**config.mk**
```make
export PLATFORM = sky130hd
export DESIGN_NAME = serial_line_editor
export DESIGN_NICKNAME = d
export VERILOG_FILES = /design/src/sv/sle_pkg.sv /design/src/sv/sle_line_ram.sv /design/src/sv/sle_ctrl.sv /design/src/sv/serial_line_editor.sv
export VERILOG_INCLUDE_DIRS = /design/src /design/src/sv
export SDC_FILE = /design/constraint.sdc
export NUM_CORES = 1
export LEC_CHECK = 0
export BUFFER_PORTS_ARGS = -buffer_cell sky130_fd_sc_hd__buf_4
export CAP_MARGIN = 10
export CORE_ASPECT_RATIO = 1.1
export CORE_MARGIN = 8
export CORE_UTILIZATION = 65
export CTS_CLUSTER_SIZE = 24
export DETAILED_ROUTE_END_ITERATION = 8
export PLACE_DENSITY = 0.84
export SYNTH_ARGS = -nofsm -noshare
export SYNTH_HDL_FRONTEND = slang
export SYNTH_SLANG_ARGS = --single-unit
```
**constraint.sdc**
```tcl
create_clock -name clk -period 9.55 [get_ports clk]
set_input_delay 0.955 -clock clk [delete_from_list [all_inputs] [get_ports clk]]
set_output_delay 0.955 -clock clk [all_outputs]
set_load 0.01 [all_outputs]
```
**src/sv/serial_line_editor_assert.svh**
```systemverilog
// Assertion macros used by the serial line editor sequencer.
`ifndef SERIAL_LINE_EDITOR_ASSERT_SVH
`define SERIAL_LINE_EDITOR_ASSERT_SVH

// Same-cycle implication, sampled on clk and disabled while rst_n is low.
`define SLE_ASSERT_NOW(label, cond, conseq, msg) \
  label: assert property (@(posedge clk) disable iff (!rst_n) (cond) |-> (conseq)) \
    else $error(msg);

// Next-cycle implication, sampled on clk and disabled while rst_n is low.
`define SLE_ASSERT_NEXT(label, cond, conseq, msg) \
  label: assert property (@(posedge clk) disable iff (!rst_n) (cond) |=> (conseq)) \
    else $error(msg);

`endif

```
**src/sv/sle_pkg.sv**
```systemverilog
// Shared constants and types of the serial line editor.
package sle_pkg;

  localparam int BUF_DEPTH = 32;
  localparam int ADDR_W    = $clog2(BUF_DEPTH);
  localparam int CNT_W     = $clog2(BUF_DEPTH + 1);

  localparam logic [1:0] KIND_ECHO = 2'd0;
  localparam logic [1:0] KIND_BYTE = 2'd1;
  localparam logic [1:0] KIND_END  = 2'd2;

  localparam logic [7:0] CH_BS    = 8'h08;
  localparam logic [7:0] CH_LF    = 8'h0a;
  localparam logic [7:0] CH_CR    = 8'h0d;
  localparam logic [7:0] CH_ESC   = 8'h1b;
  localparam logic [7:0] CH_SPACE = 8'h20;
  localparam logic [7:0] CH_DEL   = 8'h7f;

  localparam logic [5:0] MAX_LEN_RESET = 6'd30;

  typedef struct packed {
    logic              we;
    logic [ADDR_W-1:0] waddr;
    logic [7:0]        wdata;
    logic              re;
    logic [ADDR_W-1:0] raddr;
  } ram_req_t;

endpackage

```
**src/sv/sle_line_ram.sv**
```systemverilog
// Line store: one write port and one registered read port.
module sle_line_ram (
  input  logic              clk,
  input  sle_pkg::ram_req_t req,
  output logic [7:0]        rdata
);

  logic [7:0] mem [sle_pkg::BUF_DEPTH];

  always_ff @(posedge clk) begin
    if (req.we) begin
      mem[req.waddr] <= req.wdata;
    end
  end

  // Read data holds between reads, so the sequencer may wait on a stalled output.
  always_ff @(posedge clk) begin
    if (req.re) begin
      rdata <= mem[req.raddr];
    end
  end

endmodule

```
**src/sv/sle_ctrl.sv**
```systemverilog
// Editing sequencer: takes bytes, updates the line store and produces results.
`include "serial_line_editor_assert.svh"

module sle_ctrl (
  input  logic                         clk,
  input  logic                         rst_n,
  input  logic                         in_valid,
  input  logic [7:0]                   in_byte,
  output logic                         in_ready,
  input  logic                         cfg_valid,
  input  logic [5:0]                   cfg_max_len,
  output sle_pkg::ram_req_t            ram_req,
  input  logic [7:0]                   ram_rdata,
  output logic                         out_valid,
  input  logic                         out_ready,
  output logic [1:0]                   out_kind,
  output logic [7:0]                   out_byte,
  output logic [sle_pkg::CNT_W-1:0]    out_len,
  output logic                         out_esc,
  output logic                         out_last
);

  localparam logic [3:0] S_IDLE = 4'd0;
  localparam logic [3:0] S_BS1  = 4'd1;
  localparam logic [3:0] S_BS2  = 4'd2;
  localparam logic [3:0] S_BS3  = 4'd3;
  localparam logic [3:0] S_ECHO = 4'd4;
  localparam logic [3:0] S_LF   = 4'd5;
  localparam logic [3:0] S_BYTE = 4'd6;
  localparam logic [3:0] S_END  = 4'd7;

  localparam logic [sle_pkg::CNT_W-1:0] DEPTH_CNT = sle_pkg::CNT_W'(sle_pkg::BUF_DEPTH);

  logic [3:0]                  state_r, state_nxt;
  logic [5:0]                  max_len_r;
  logic [sle_pkg::CNT_W-1:0]   fill_r, fill_nxt;
  logic [sle_pkg::CNT_W-1:0]   len_r, len_nxt;
  logic [sle_pkg::ADDR_W-1:0]  idx_r, idx_nxt;
  logic [7:0]                  c_r, c_nxt;
  logic                        end_r, end_nxt;
  logic                        esc_r, esc_nxt;
  logic                        cr_r, cr_nxt;

  logic                        out_valid_r;
  logic [1:0]                  out_kind_r;
  logic [7:0]                  out_byte_r;
  logic [sle_pkg::CNT_W-1:0]   out_len_r;
  logic                        out_esc_r;
  logic                        out_last_r;

  logic                        load_ok;
  logic                        emit;
  logic [1:0]                  e_kind;
  logic [7:0]                  e_byte;
  logic [sle_pkg::CNT_W-1:0]   e_len;
  logic                        e_esc;
  logic                        e_last;

  logic [sle_pkg::CNT_W-1:0]   limit;
  logic [7:0]                  c_eff;
  logic                        is_bs;
  logic                        do_store;
  logic [sle_pkg::CNT_W-1:0]   fill_new;
  logic                        ends_line;
  logic [sle_pkg::CNT_W-1:0]   idx_inc;

  assign limit   = (int'(max_len_r) < sle_pkg::BUF_DEPTH) ? sle_pkg::CNT_W'(max_len_r)
                                                          : DEPTH_CNT;
  assign c_eff   = (in_byte == sle_pkg::CH_DEL) ? sle_pkg::CH_BS : in_byte;
  assign is_bs   = (c_eff == sle_pkg::CH_BS);
  assign do_store = (c_eff >= sle_pkg::CH_SPACE) && (fill_r < DEPTH_CNT);
  assign fill_new = is_bs ? (fill_r - 1'b1) : (fill_r + sle_pkg::CNT_W'(do_store));
  assign ends_line = (c_eff == sle_pkg::CH_ESC) || (c_eff == sle_pkg::CH_LF) ||
                     (c_eff == sle_pkg::CH_CR) || (fill_new >= limit);
  assign idx_inc = sle_pkg::CNT_W'(idx_r) + 1'b1;

  assign in_ready = (state_r == S_IDLE);
  assign load_ok  = !out_valid_r || out_ready;

  always_comb begin
    state_nxt = state_r;
    fill_nxt  = fill_r;
    len_nxt   = len_r;
    idx_nxt   = idx_r;
    c_nxt     = c_r;
    end_nxt   = end_r;
    esc_nxt   = esc_r;
    cr_nxt    = cr_r;
    emit      = 1'b0;
    e_kind    = sle_pkg::KIND_ECHO;
    e_byte    = c_r;
    e_len     = '0;
    e_esc     = 1'b0;
    e_last    = 1'b0;
    ram_req   = '0;
    ram_req.waddr = fill_r[sle_pkg::ADDR_W-1:0];
    ram_req.wdata = c_eff;

    case (state_r)
      S_IDLE: begin
        // An empty backspace is taken and produces nothing.
        if (in_valid && !(is_bs && fill_r == '0)) begin
          ram_req.we = do_store;
          c_nxt   = c_eff;
          end_nxt = ends_line;
          esc_nxt = (c_eff == sle_pkg::CH_ESC);
          cr_nxt  = (c_eff == sle_pkg::CH_CR);
          len_nxt = (c_eff == sle_pkg::CH_ESC) ? '0 : fill_new;
          fill_nxt = ends_line ? '0 : fill_new;
          state_nxt = is_bs ? S_BS1 : S_ECHO;
        end
      end
      S_BS1, S_BS2: begin
        emit   = load_ok;
        e_byte = (state_r == S_BS1) ? sle_pkg::CH_BS : sle_pkg::CH_SPACE;
        if (load_ok) begin
          state_nxt = (state_r == S_BS1) ? S_BS2 : S_BS3;
        end
      end
      S_BS3, S_ECHO, S_LF: begin
        emit   = load_ok;
        e_byte = (state_r == S_BS3) ? sle_pkg::CH_BS :
                 (state_r == S_LF)  ? sle_pkg::CH_LF : c_r;
        e_last = !end_r;
        if (load_ok) begin
          if (!end_r) begin
            state_nxt = S_IDLE;
          end else if (esc_r) begin
            state_nxt = S_END;
          end else if (cr_r && state_r != S_LF) begin
            state_nxt = S_LF;
          end else if (len_r != '0) begin
            // Fetch the first line byte while this echo is handed over.
            ram_req.re    = 1'b1;
            ram_req.raddr = '0;
            idx_nxt   = '0;
            state_nxt = S_BYTE;
          end else begin
            state_nxt = S_END;
          end
        end
      end
      S_BYTE: begin
        emit   = load_ok;
        e_kind = sle_pkg::KIND_BYTE;
        e_byte = ram_rdata;
        if (load_ok) begin
          if (idx_inc < len_r) begin
            ram_req.re    = 1'b1;
            ram_req.raddr = idx_inc[sle_pkg::ADDR_W-1:0];
            idx_nxt       = idx_inc[sle_pkg::ADDR_W-1:0];
          end else begin
            state_nxt = S_END;
          end
        end
      end
      S_END: begin
        emit   = load_ok;
        e_kind = sle_pkg::KIND_END;
        e_byte = '0;
        e_len  = len_r;
        e_esc  = esc_r;
        e_last = 1'b1;
        if (load_ok) begin
          state_nxt = S_IDLE;
        end
      end
      default: begin
        state_nxt = S_IDLE;
      end
    endcase
  end

  always_ff @(posedge clk) begin
    if (!rst_n) begin
      state_r     <= S_IDLE;
      fill_r      <= '0;
      max_len_r   <= sle_pkg::MAX_LEN_RESET;
      out_valid_r <= 1'b0;
    end else begin
      state_r <= state_nxt;
      fill_r  <= fill_nxt;
      if (cfg_valid) begin
        max_len_r <= cfg_max_len;
      end
      if (emit) begin
        out_valid_r <= 1'b1;
      end else if (out_ready) begin
        out_valid_r <= 1'b0;
      end
    end
  end

  always_ff @(posedge clk) begin
    len_r <= len_nxt;
    idx_r <= idx_nxt;
    c_r   <= c_nxt;
    end_r <= end_nxt;
    esc_r <= esc_nxt;
    cr_r  <= cr_nxt;
    if (emit) begin
      out_kind_r <= e_kind;
      out_byte_r <= e_byte;
      out_len_r  <= e_len;
      out_esc_r  <= e_esc;
      out_last_r <= e_last;
    end
  end

  assign out_valid = out_valid_r;
  assign out_kind  = out_kind_r;
  assign out_byte  = out_byte_r;
  assign out_len   = out_len_r;
  assign out_esc   = out_esc_r;
  assign out_last  = out_last_r;

  `SLE_ASSERT_NOW(a_fill_range, 1'b1, fill_r <= DEPTH_CNT, "fill count beyond store depth")
  `SLE_ASSERT_NOW(a_write_idle, ram_req.we, state_r == S_IDLE, "store written outside idle")
  `SLE_ASSERT_NOW(a_dump_index, state_r == S_BYTE, sle_pkg::CNT_W'(idx_r) < len_r,
                  "line read index past length")
  `SLE_ASSERT_NEXT(a_last_idle, emit && e_last, state_r == S_IDLE,
                   "final result loaded but sequencer not idle")

endmodule

```
**src/sv/serial_line_editor.sv**
```systemverilog
// Top level of the serial line editor: stream ports, line store and sequencer.
//
//   Channel  Ports           Direction  Contents
//   input    in_t*           in         tdata[7:0] received byte
//   result   out_t*          out        tdata echo/line byte, length, escape; tuser kind
//   config   cfg_*           in         cfg_data[5:0] max_len, always ready
//
// One byte is taken at a time; once it is accepted, its results follow in order (echo,
// backspace echo of three, LF, one per stored byte, end marker), and no new byte is
// taken until the last of them is loaded into the output register.
// Reset (rst_n low, synchronous) empties the line and sets max_len to 30; the store
// itself is not cleared. A stalled result holds the sequencer; a new byte is taken
// while the last result of the previous one is still waiting in the output register.
module serial_line_editor (
  input  logic        clk,
  input  logic        rst_n,
  input  logic        in_tvalid,
  output logic        in_tready,
  input  logic [7:0]  in_tdata,   // [7:0] rx_byte
  output logic        out_tvalid,
  input  logic        out_tready,
  output logic [15:0] out_tdata,  // [7:0] data_byte, [13:8] line_length, [14] escaped
  output logic [1:0]  out_tuser,  // [1:0] out_kind
  output logic        out_tlast,
  input  logic        cfg_valid,
  output logic        cfg_ready,
  input  logic [5:0]  cfg_data    // [5:0] max_len
);

  sle_pkg::ram_req_t          ram_req;
  logic [7:0]                 ram_rdata;
  logic [7:0]                 res_byte;
  logic [sle_pkg::CNT_W-1:0]  res_len;
  logic                       res_esc;

  assign cfg_ready = 1'b1;

  sle_line_ram u_ram (
    .clk   (clk),
    .req   (ram_req),
    .rdata (ram_rdata)
  );

  sle_ctrl u_ctrl (
    .clk         (clk),
    .rst_n       (rst_n),
    .in_valid    (in_tvalid),
    .in_byte     (in_tdata),
    .in_ready    (in_tready),
    .cfg_valid   (cfg_valid),
    .cfg_max_len (cfg_data),
    .ram_req     (ram_req),
    .ram_rdata   (ram_rdata),
    .out_valid   (out_tvalid),
    .out_ready   (out_tready),
    .out_kind    (out_tuser),
    .out_byte    (res_byte),
    .out_len     (res_len),
    .out_esc     (res_esc),
    .out_last    (out_tlast)
  );

  assign out_tdata = {1'b0, res_esc, 6'(res_len), res_byte};

endmodule

```
Word-level counts from Yosys, hierarchy flattened:

Memory sizes are Yosys's and may differ from the RTL's. A register that Yosys moved wholly into a read port is not among the register bits.
Cells that the tools add are included.

* reductions and logical operators: 22
* bitwise gates (word level): 0
* add/subtract/negate cells: 3
* div/mod/pow operators: 0
* $lt $le $gt $ge: 5
* shift operators: 0
* muxes and demuxes: 46
* multiply operators: 0
* equal/unequal tests: 24

Operator list (number)
* $mux W6: 11
* $mux W4: 9
* $mux W5: 7
* $pmux W8 S4: 1
* $eq A8 B4 Y1 const B: 3
* $mux W8: 3
* $pmux W4 S5: 1
* $eq A4 B3 Y1 const B: 4
* $ne A2 B1 Y1 const B: 8
* $lt A6 B6 Y1 const B: 2
* $pmux W6 S2: 1
* $pmux W5 S2: 1
* $mux W1: 9
* $eq A4 B2 Y1 const B: 2
* $eq A8 B5 Y1 const B: 1
* $eq A8 B7 Y1 const B: 1
* $ge A8 B6 Y1 const B: 1
* $reduce_and A8 Y1: 1
* $reduce_or A7 Y1: 1
* $add A5 B1 Y6 const B: 1
* $add A6 B1 Y6: 1
* $ge A6 B6 Y1: 1
* $logic_not A6 Y1: 1
* $lt A6 B6 Y1: 1
* 17 further kinds: 28

* RAM bits: 256
* bits in latches: 0
* ROM bits: 0
* logic and storage cells: 116
* register bits after elaboration: 57
* memories kept: 1
* input port bits: 19

Memories
* u_ram.mem: depth 32, bits a word 8, read ports 1, clocked after Yosys merged registers in 1, wr ports 1, RTL line sle_line_ram.sv:8 `logic [7:0] mem [sle_pkg::BUF_DEPTH];`

Longest topological paths before layout:

* word-level depth: 10
* depth in mapped cells: 17
* depth with buffers taken out: 17

Hierarchy:

From an unflattened synthesis, not the netlist that was laid out.

* cell total of the unflattened synthesis: 715
* area total of the unflattened synthesis: 13320.3 µm²

Modules (own cells, without submodules)
* sle_line_ram: area each 10133.5 µm², times used 1, seq. area each 7927.6 µm², cells each 417
* sle_ctrl: area each 3156.8 µm², times used 1, seq. area each 1521.5 µm², cells each 293
* serial_line_editor: area each 30.0 µm², times used 1, seq. area each 0.0 µm², cells each 5

Worst setup path after synthesis:

No wires, ideal clock.

* path kind: input to register
* start: in in_tdata[7]
* end: reg u_ctrl.fill_r[5] (netlist name)
* arrival time: 4391 ps
* stages on the path: 15
* path buffers: 0
* path slack: 5089 ps
* cell sequence: nand2b_1 > nor4_2 > nor2_1 > o21bai_1 > nand2_1 > ha_1 > fa_1 > inv_1 > ha_1 > a21o_1 > a21o_1 > a211oi_1 > o211ai_1 > or3b_1 > a21boi_1

* cells in the longest elaborated chain, start to end: 9
* elaborated cells between the ends (all ways): 19
* classes of those cells: add/sub (1); order compare (2); eq/ne (5); mux (3); reduce/logical (8)

RTL lines
* from (decl): RTL line serial_line_editor.sv:19 `input logic [7:0] in_tdata,`
* $eq A8 B7 Y1: RTL line sle_ctrl.sv:69 `assign c_eff = (in_byte == sle_pkg::CH_DEL) ? sle_pkg::CH_BS : in_byte;`
* $mux W8 (*): RTL line sle_ctrl.sv:69
* $ge A8 B6 Y1: RTL line sle_ctrl.sv:71 `assign do_store = (c_eff >= sle_pkg::CH_SPACE) && (fill_r < DEPTH_CNT);`
* $logic_and A1 B1 Y1: RTL line sle_ctrl.sv:71
* $add A6 B1 Y6: RTL line sle_ctrl.sv:72 `assign fill_new = is_bs ? (fill_r - 1'b1) : (fill_r + sle_pkg::CNT_W'(do_store));`
* $mux W6 (*): RTL line sle_ctrl.sv:72
* net u_ctrl.fill_new (one bit): RTL line sle_ctrl.sv:63 `logic [sle_pkg::CNT_W-1:0] fill_new;`
* $ge A6 B6 Y1 (*): RTL line sle_ctrl.sv:74 `(c_eff == sle_pkg::CH_CR) || (fill_new >= limit);`
* $logic_or A1 B1 Y1 (*): RTL line sle_ctrl.sv:74
* $mux W6 (*): RTL line sle_ctrl.sv:109 `fill_nxt = ends_line ? '0 : fill_new;`
* to (signal assigned): RTL line sle_ctrl.sv:182 `fill_r <= fill_nxt;`
* to (decl): RTL line sle_ctrl.sv:36 `logic [sle_pkg::CNT_W-1:0] fill_r, fill_nxt;`

The timed path passes the listed nets; every way through them passes the cells marked *.
A chain may end at the register's enable or synchronous reset.

Final worst setup path:

* start: in in_tdata[3]
* end: reg u_ctrl.fill_r[5] (netlist name)

The elaborated chain is that of the path after synthesis.

==> flow_metrics.env <==
export IMPL_status="finished clean"
export IMPL_cts_tree="built"
export IMPL_tightestPinTransition_ns=1.17
export IMPL_drive_above_1_share_pct=10.5
export IMPL_multiInputGateArea_um2=3590
export IMPL_coreArea_um2=20400
export IMPL_postLayoutCellArea_um2=14800
export IMPL_drcViolationCount=0
export IMPL_clock_root_buffer="clkbuf_16"
export IMPL_wl_met3_mm=2.44
export IMPL_period_needed_ns=4.88
export IMPL_final_antenna_net_count=0
export IMPL_leakage_uw=0.00497
export IMPL_place_area_um2=13800
export IMPL_die_h_um=166
export IMPL_ir_worst_vdd_uv=151
export IMPL_gp_congestion=0.871
export IMPL_tns_ns=0
export IMPL_asyncSetResetFlopFracSynth_pct=0
export IMPL_cts_sinks=320
export IMPL_yosysUniqueCellTypes=56
export IMPL_std_cell_rows=55
export IMPL_routed_wl_mm=28.9
export IMPL_top_layer_used="met4"
export IMPL_path_class="in -> reg"
export IMPL_worstPathArrival_ns=5.37
export IMPL_slew_violations=0
export IMPL_htree_levels=1
export IMPL_syn_nets=982
export IMPL_io_pins=41
export IMPL_dr_pass1_iters=5
export IMPL_grt_max_degree=66
export IMPL_hold_class="reg -> reg"
export IMPL_via_count=8156
export IMPL_wl_met2_mm=14.2
export IMPL_seq_area_um2=9450
export IMPL_syn_inst=945
export IMPL_cts_resized=0
export IMPL_ys_warn_count=0
export IMPL_fin_skew_ns=0.0102
export IMPL_hold_viol=0
export IMPL_clockBufferDepth=3
export IMPL_num_fill_cells=1228
export IMPL_post_cts_buffers=0
export IMPL_maxCapViolations=0
export IMPL_synth_edf_count=304
export IMPL_ys_ff_latch=320
export IMPL_syn_avg_cell_area_um2=14.1
export IMPL_cts_buffers=30
export IMPL_slew_headroom_pct=21.8
export IMPL_m1WireLength_mm=11.1
export IMPL_avgRoutedWirePerCell_um=23.2
export IMPL_initial_core_util_pct=65.6
export IMPL_antennaDiodeCount=0
export IMPL_end_kind="flop"
export IMPL_nNetsFinal=1007
export IMPL_die_x_um=153
export IMPL_fmax_ghz=0.205
export IMPL_period_share_pct=51.1
export IMPL_power_density_nw_per_um2=234
export IMPL_grt_usage_pct=22.3
export IMPL_crit_required_ns=10.04
export IMPL_dieArea_um2=25400
export IMPL_clk_pin_slew_ns=0.07
export IMPL_finalSetupViolations=0
export IMPL_holdBufCountCts=0
export IMPL_vias_per_cell=6.53
export IMPL_grt_setup_unrepaired="no"
export IMPL_post_dp_hpwl_mm=17.6
export IMPL_path_max_fanout=34
export IMPL_worst_setup_path_start_kind="primary input"
export IMPL_syn_to_final_growth_pct=10.6
export IMPL_clk_latency_ns=0.56
export IMPL_grt_ovfl_total=0
export IMPL_seq_area_frac_synth_pct=70.7
export IMPL_grt_pass1_vias=7996
export IMPL_grt_first_pass_wirelength_mm=44.3
export IMPL_io_buffers=38
export IMPL_yosys_most_used_dff="edfxtp_1"
export IMPL_first_iter_violations=972
export IMPL_synth_area_um2=13400
export IMPL_antenna_found_initial=0
-- stage by stage --
| stage | utilization [%] | cells | hold WS [ns] | setup slack, ns | total power [uW] |
|---|---|---|---|---|---|
| final | 72.5 | 1249 | 0.484 | 4.67 | 3460 |
| after detailed placement | 67.8 | 1194 | 0.460 | 4.18 | 2320 |
| after global routing | 72.5 | 1249 | 0.501 | 4.29 | 3590 |
| after floorplan | - | 945 | 0.442 | 5.09 | 2100 |
| after CTS | 72.5 | 1249 | 0.478 | 4.71 | 3470 |
| after global placement | 67.8 | 1194 | 0.459 | 4.37 | 2290 |
-- flip-flops by register name (all words and copies together), names as in the netlist, 3 cells and up --
| signal | cells |
|---|---|
| u_ram.mem | 256 |
| u_ctrl.c_r | 8 |
| u_ctrl.out_byte | 8 |
| u_ram.rdata | 8 |
| u_ctrl.fill_r | 6 |
| u_ctrl.len_r | 6 |
| u_ctrl.max_len_r | 6 |
| u_ctrl.out_len | 6 |
| u_ctrl.idx_r | 5 |
| u_ctrl.state_r | 3 |
-- worst max-delay path, stage by stage --
cell      delay (ns)
buf_4           0.31
nand2b_1        0.18
nor4_2          0.75
nor2_1          0.12
o21bai_1        0.43
nand2_1         0.13
ha_1            0.24
fa_1            0.44
xor2_1          0.29
inv_1           0.08
ha_1            0.28
a21o_1          0.16
a211oi_1        0.35
o211ai_1        0.14
or3b_1          0.39
a21boi_1        0.12
-- kinds of logic (layout without fill, tap and decap cells) --
kind of cell	count (synthesis)	after routing	share of synthesized area (%)
other	2	2	0.0562
multiplexers	78	78	5.84
XOR/XNOR	7	7	0.459
buffers and inverters	80	128	2.67
AND/OR/NAND/NOR	251	251	8.94
flip-flops	320	320	70.7
AO/OA/AOI/OAI	189	189	9.58
adder cells (fa/ha/maj)	18	18	1.74
-- worst paths after layout --
kind / from / to / slack, ns / cells past startpoint
setup reg to reg: u_ctrl.idx_r[0] / u_ram.rdata[5] / 4.68 / 13
hold / removal: u_ctrl.max_len_r[3] / u_ctrl.max_len_r[3] / 0.48 / 2
setup / recovery: in_tdata[3] / u_ctrl.fill_r[5] / 4.67 / 16
hold reg to reg: u_ctrl.max_len_r[3] / u_ctrl.max_len_r[3] / 0.48 / 2
-- Yosys cell counts, types with 2 or more instances --
library cell	count	area [um2]
nor2b_1	20	125
o21ai_0	15	75.1
nand3_1	9	45.0
edfxtp_1	304	9130
dfxtp_1	16	320
nor3_1	5	25.0
conb_1	2	7.51
a21boi_0	5	37.5
nand2b_1	6	37.5
nand3b_1	4	30.0
a21boi_1	2	15.0
o21bai_1	3	22.5
o2111ai_1	2	17.5
xor2_1	5	43.8
o22ai_1	2	12.5
a221oi_1	63	552
nor2_1	57	214
buf_1	3	11.3
nand2_1	102	383
buf_4	4	30.0
mux2i_1	78	781
xnor2_1	2	17.5
and2_1	12	75.1
o211ai_1	3	22.5
a31oi_1	3	18.8
nor4_1	19	119
buf_2	26	130
clkbuf_1	22	82.6
or3_1	6	37.5
a21oi_1	75	375
a21o_1	6	45.0
inv_1	22	82.6
and2b_1	3	22.5
ha_1	17	213
-- where the power goes --
group          internal (uW)  switching [uW]
combinational            202             331
clock                    671             493
sequential              1690            74.3
total                   2560             899
-- per-layer routing --
| metal | track usage, % | vias up |
|---|---|---|
| met3 | 4.01 | 84 |
| met4 | 9.69 | 0 |
| met5 | 0 | - |
| met1 | 27.9 | 3969 |
| met2 | 37.5 | 432 |
| li1 | - | 3671 |
-- area by class of cell --
type                    instances  area share, %
repair buffers                 50           2.54
multi-input cells             545           24.3
flip-flops and latches        320           63.9
clock buffers                  38           5.43
inverters                      23          0.593
well taps                     256           2.17
clock inverters                17           1.06
-- cells in the final DEF, fill, tap and decap left out, types with 3 or more instances in the layout --
master     instances
and2_1            12
a221oi_1          63
clkbuf_1           7
nor2b_1           17
or3_1              5
inv_1             21
a21o_1             6
a21boi_0           5
a21oi_1           74
nor3_1             5
edfxtp_1         304
nand2b_1           6
mux2i_1           78
ha_1              17
and2b_1            3
nand3_1            9
o21ai_0           15
nand3b_1           4
a31oi_1            3
buf_4             50
dfxtp_1           16
bufinv_16          3
o21bai_1           3
nor2_1            57
o211ai_1           3
nand2_1          102
xor2_1             5
nor4_1            18
clkinv_2           8
clkinv_1           6
clkbuf_16         31
(Power assumes the default switching activity.)
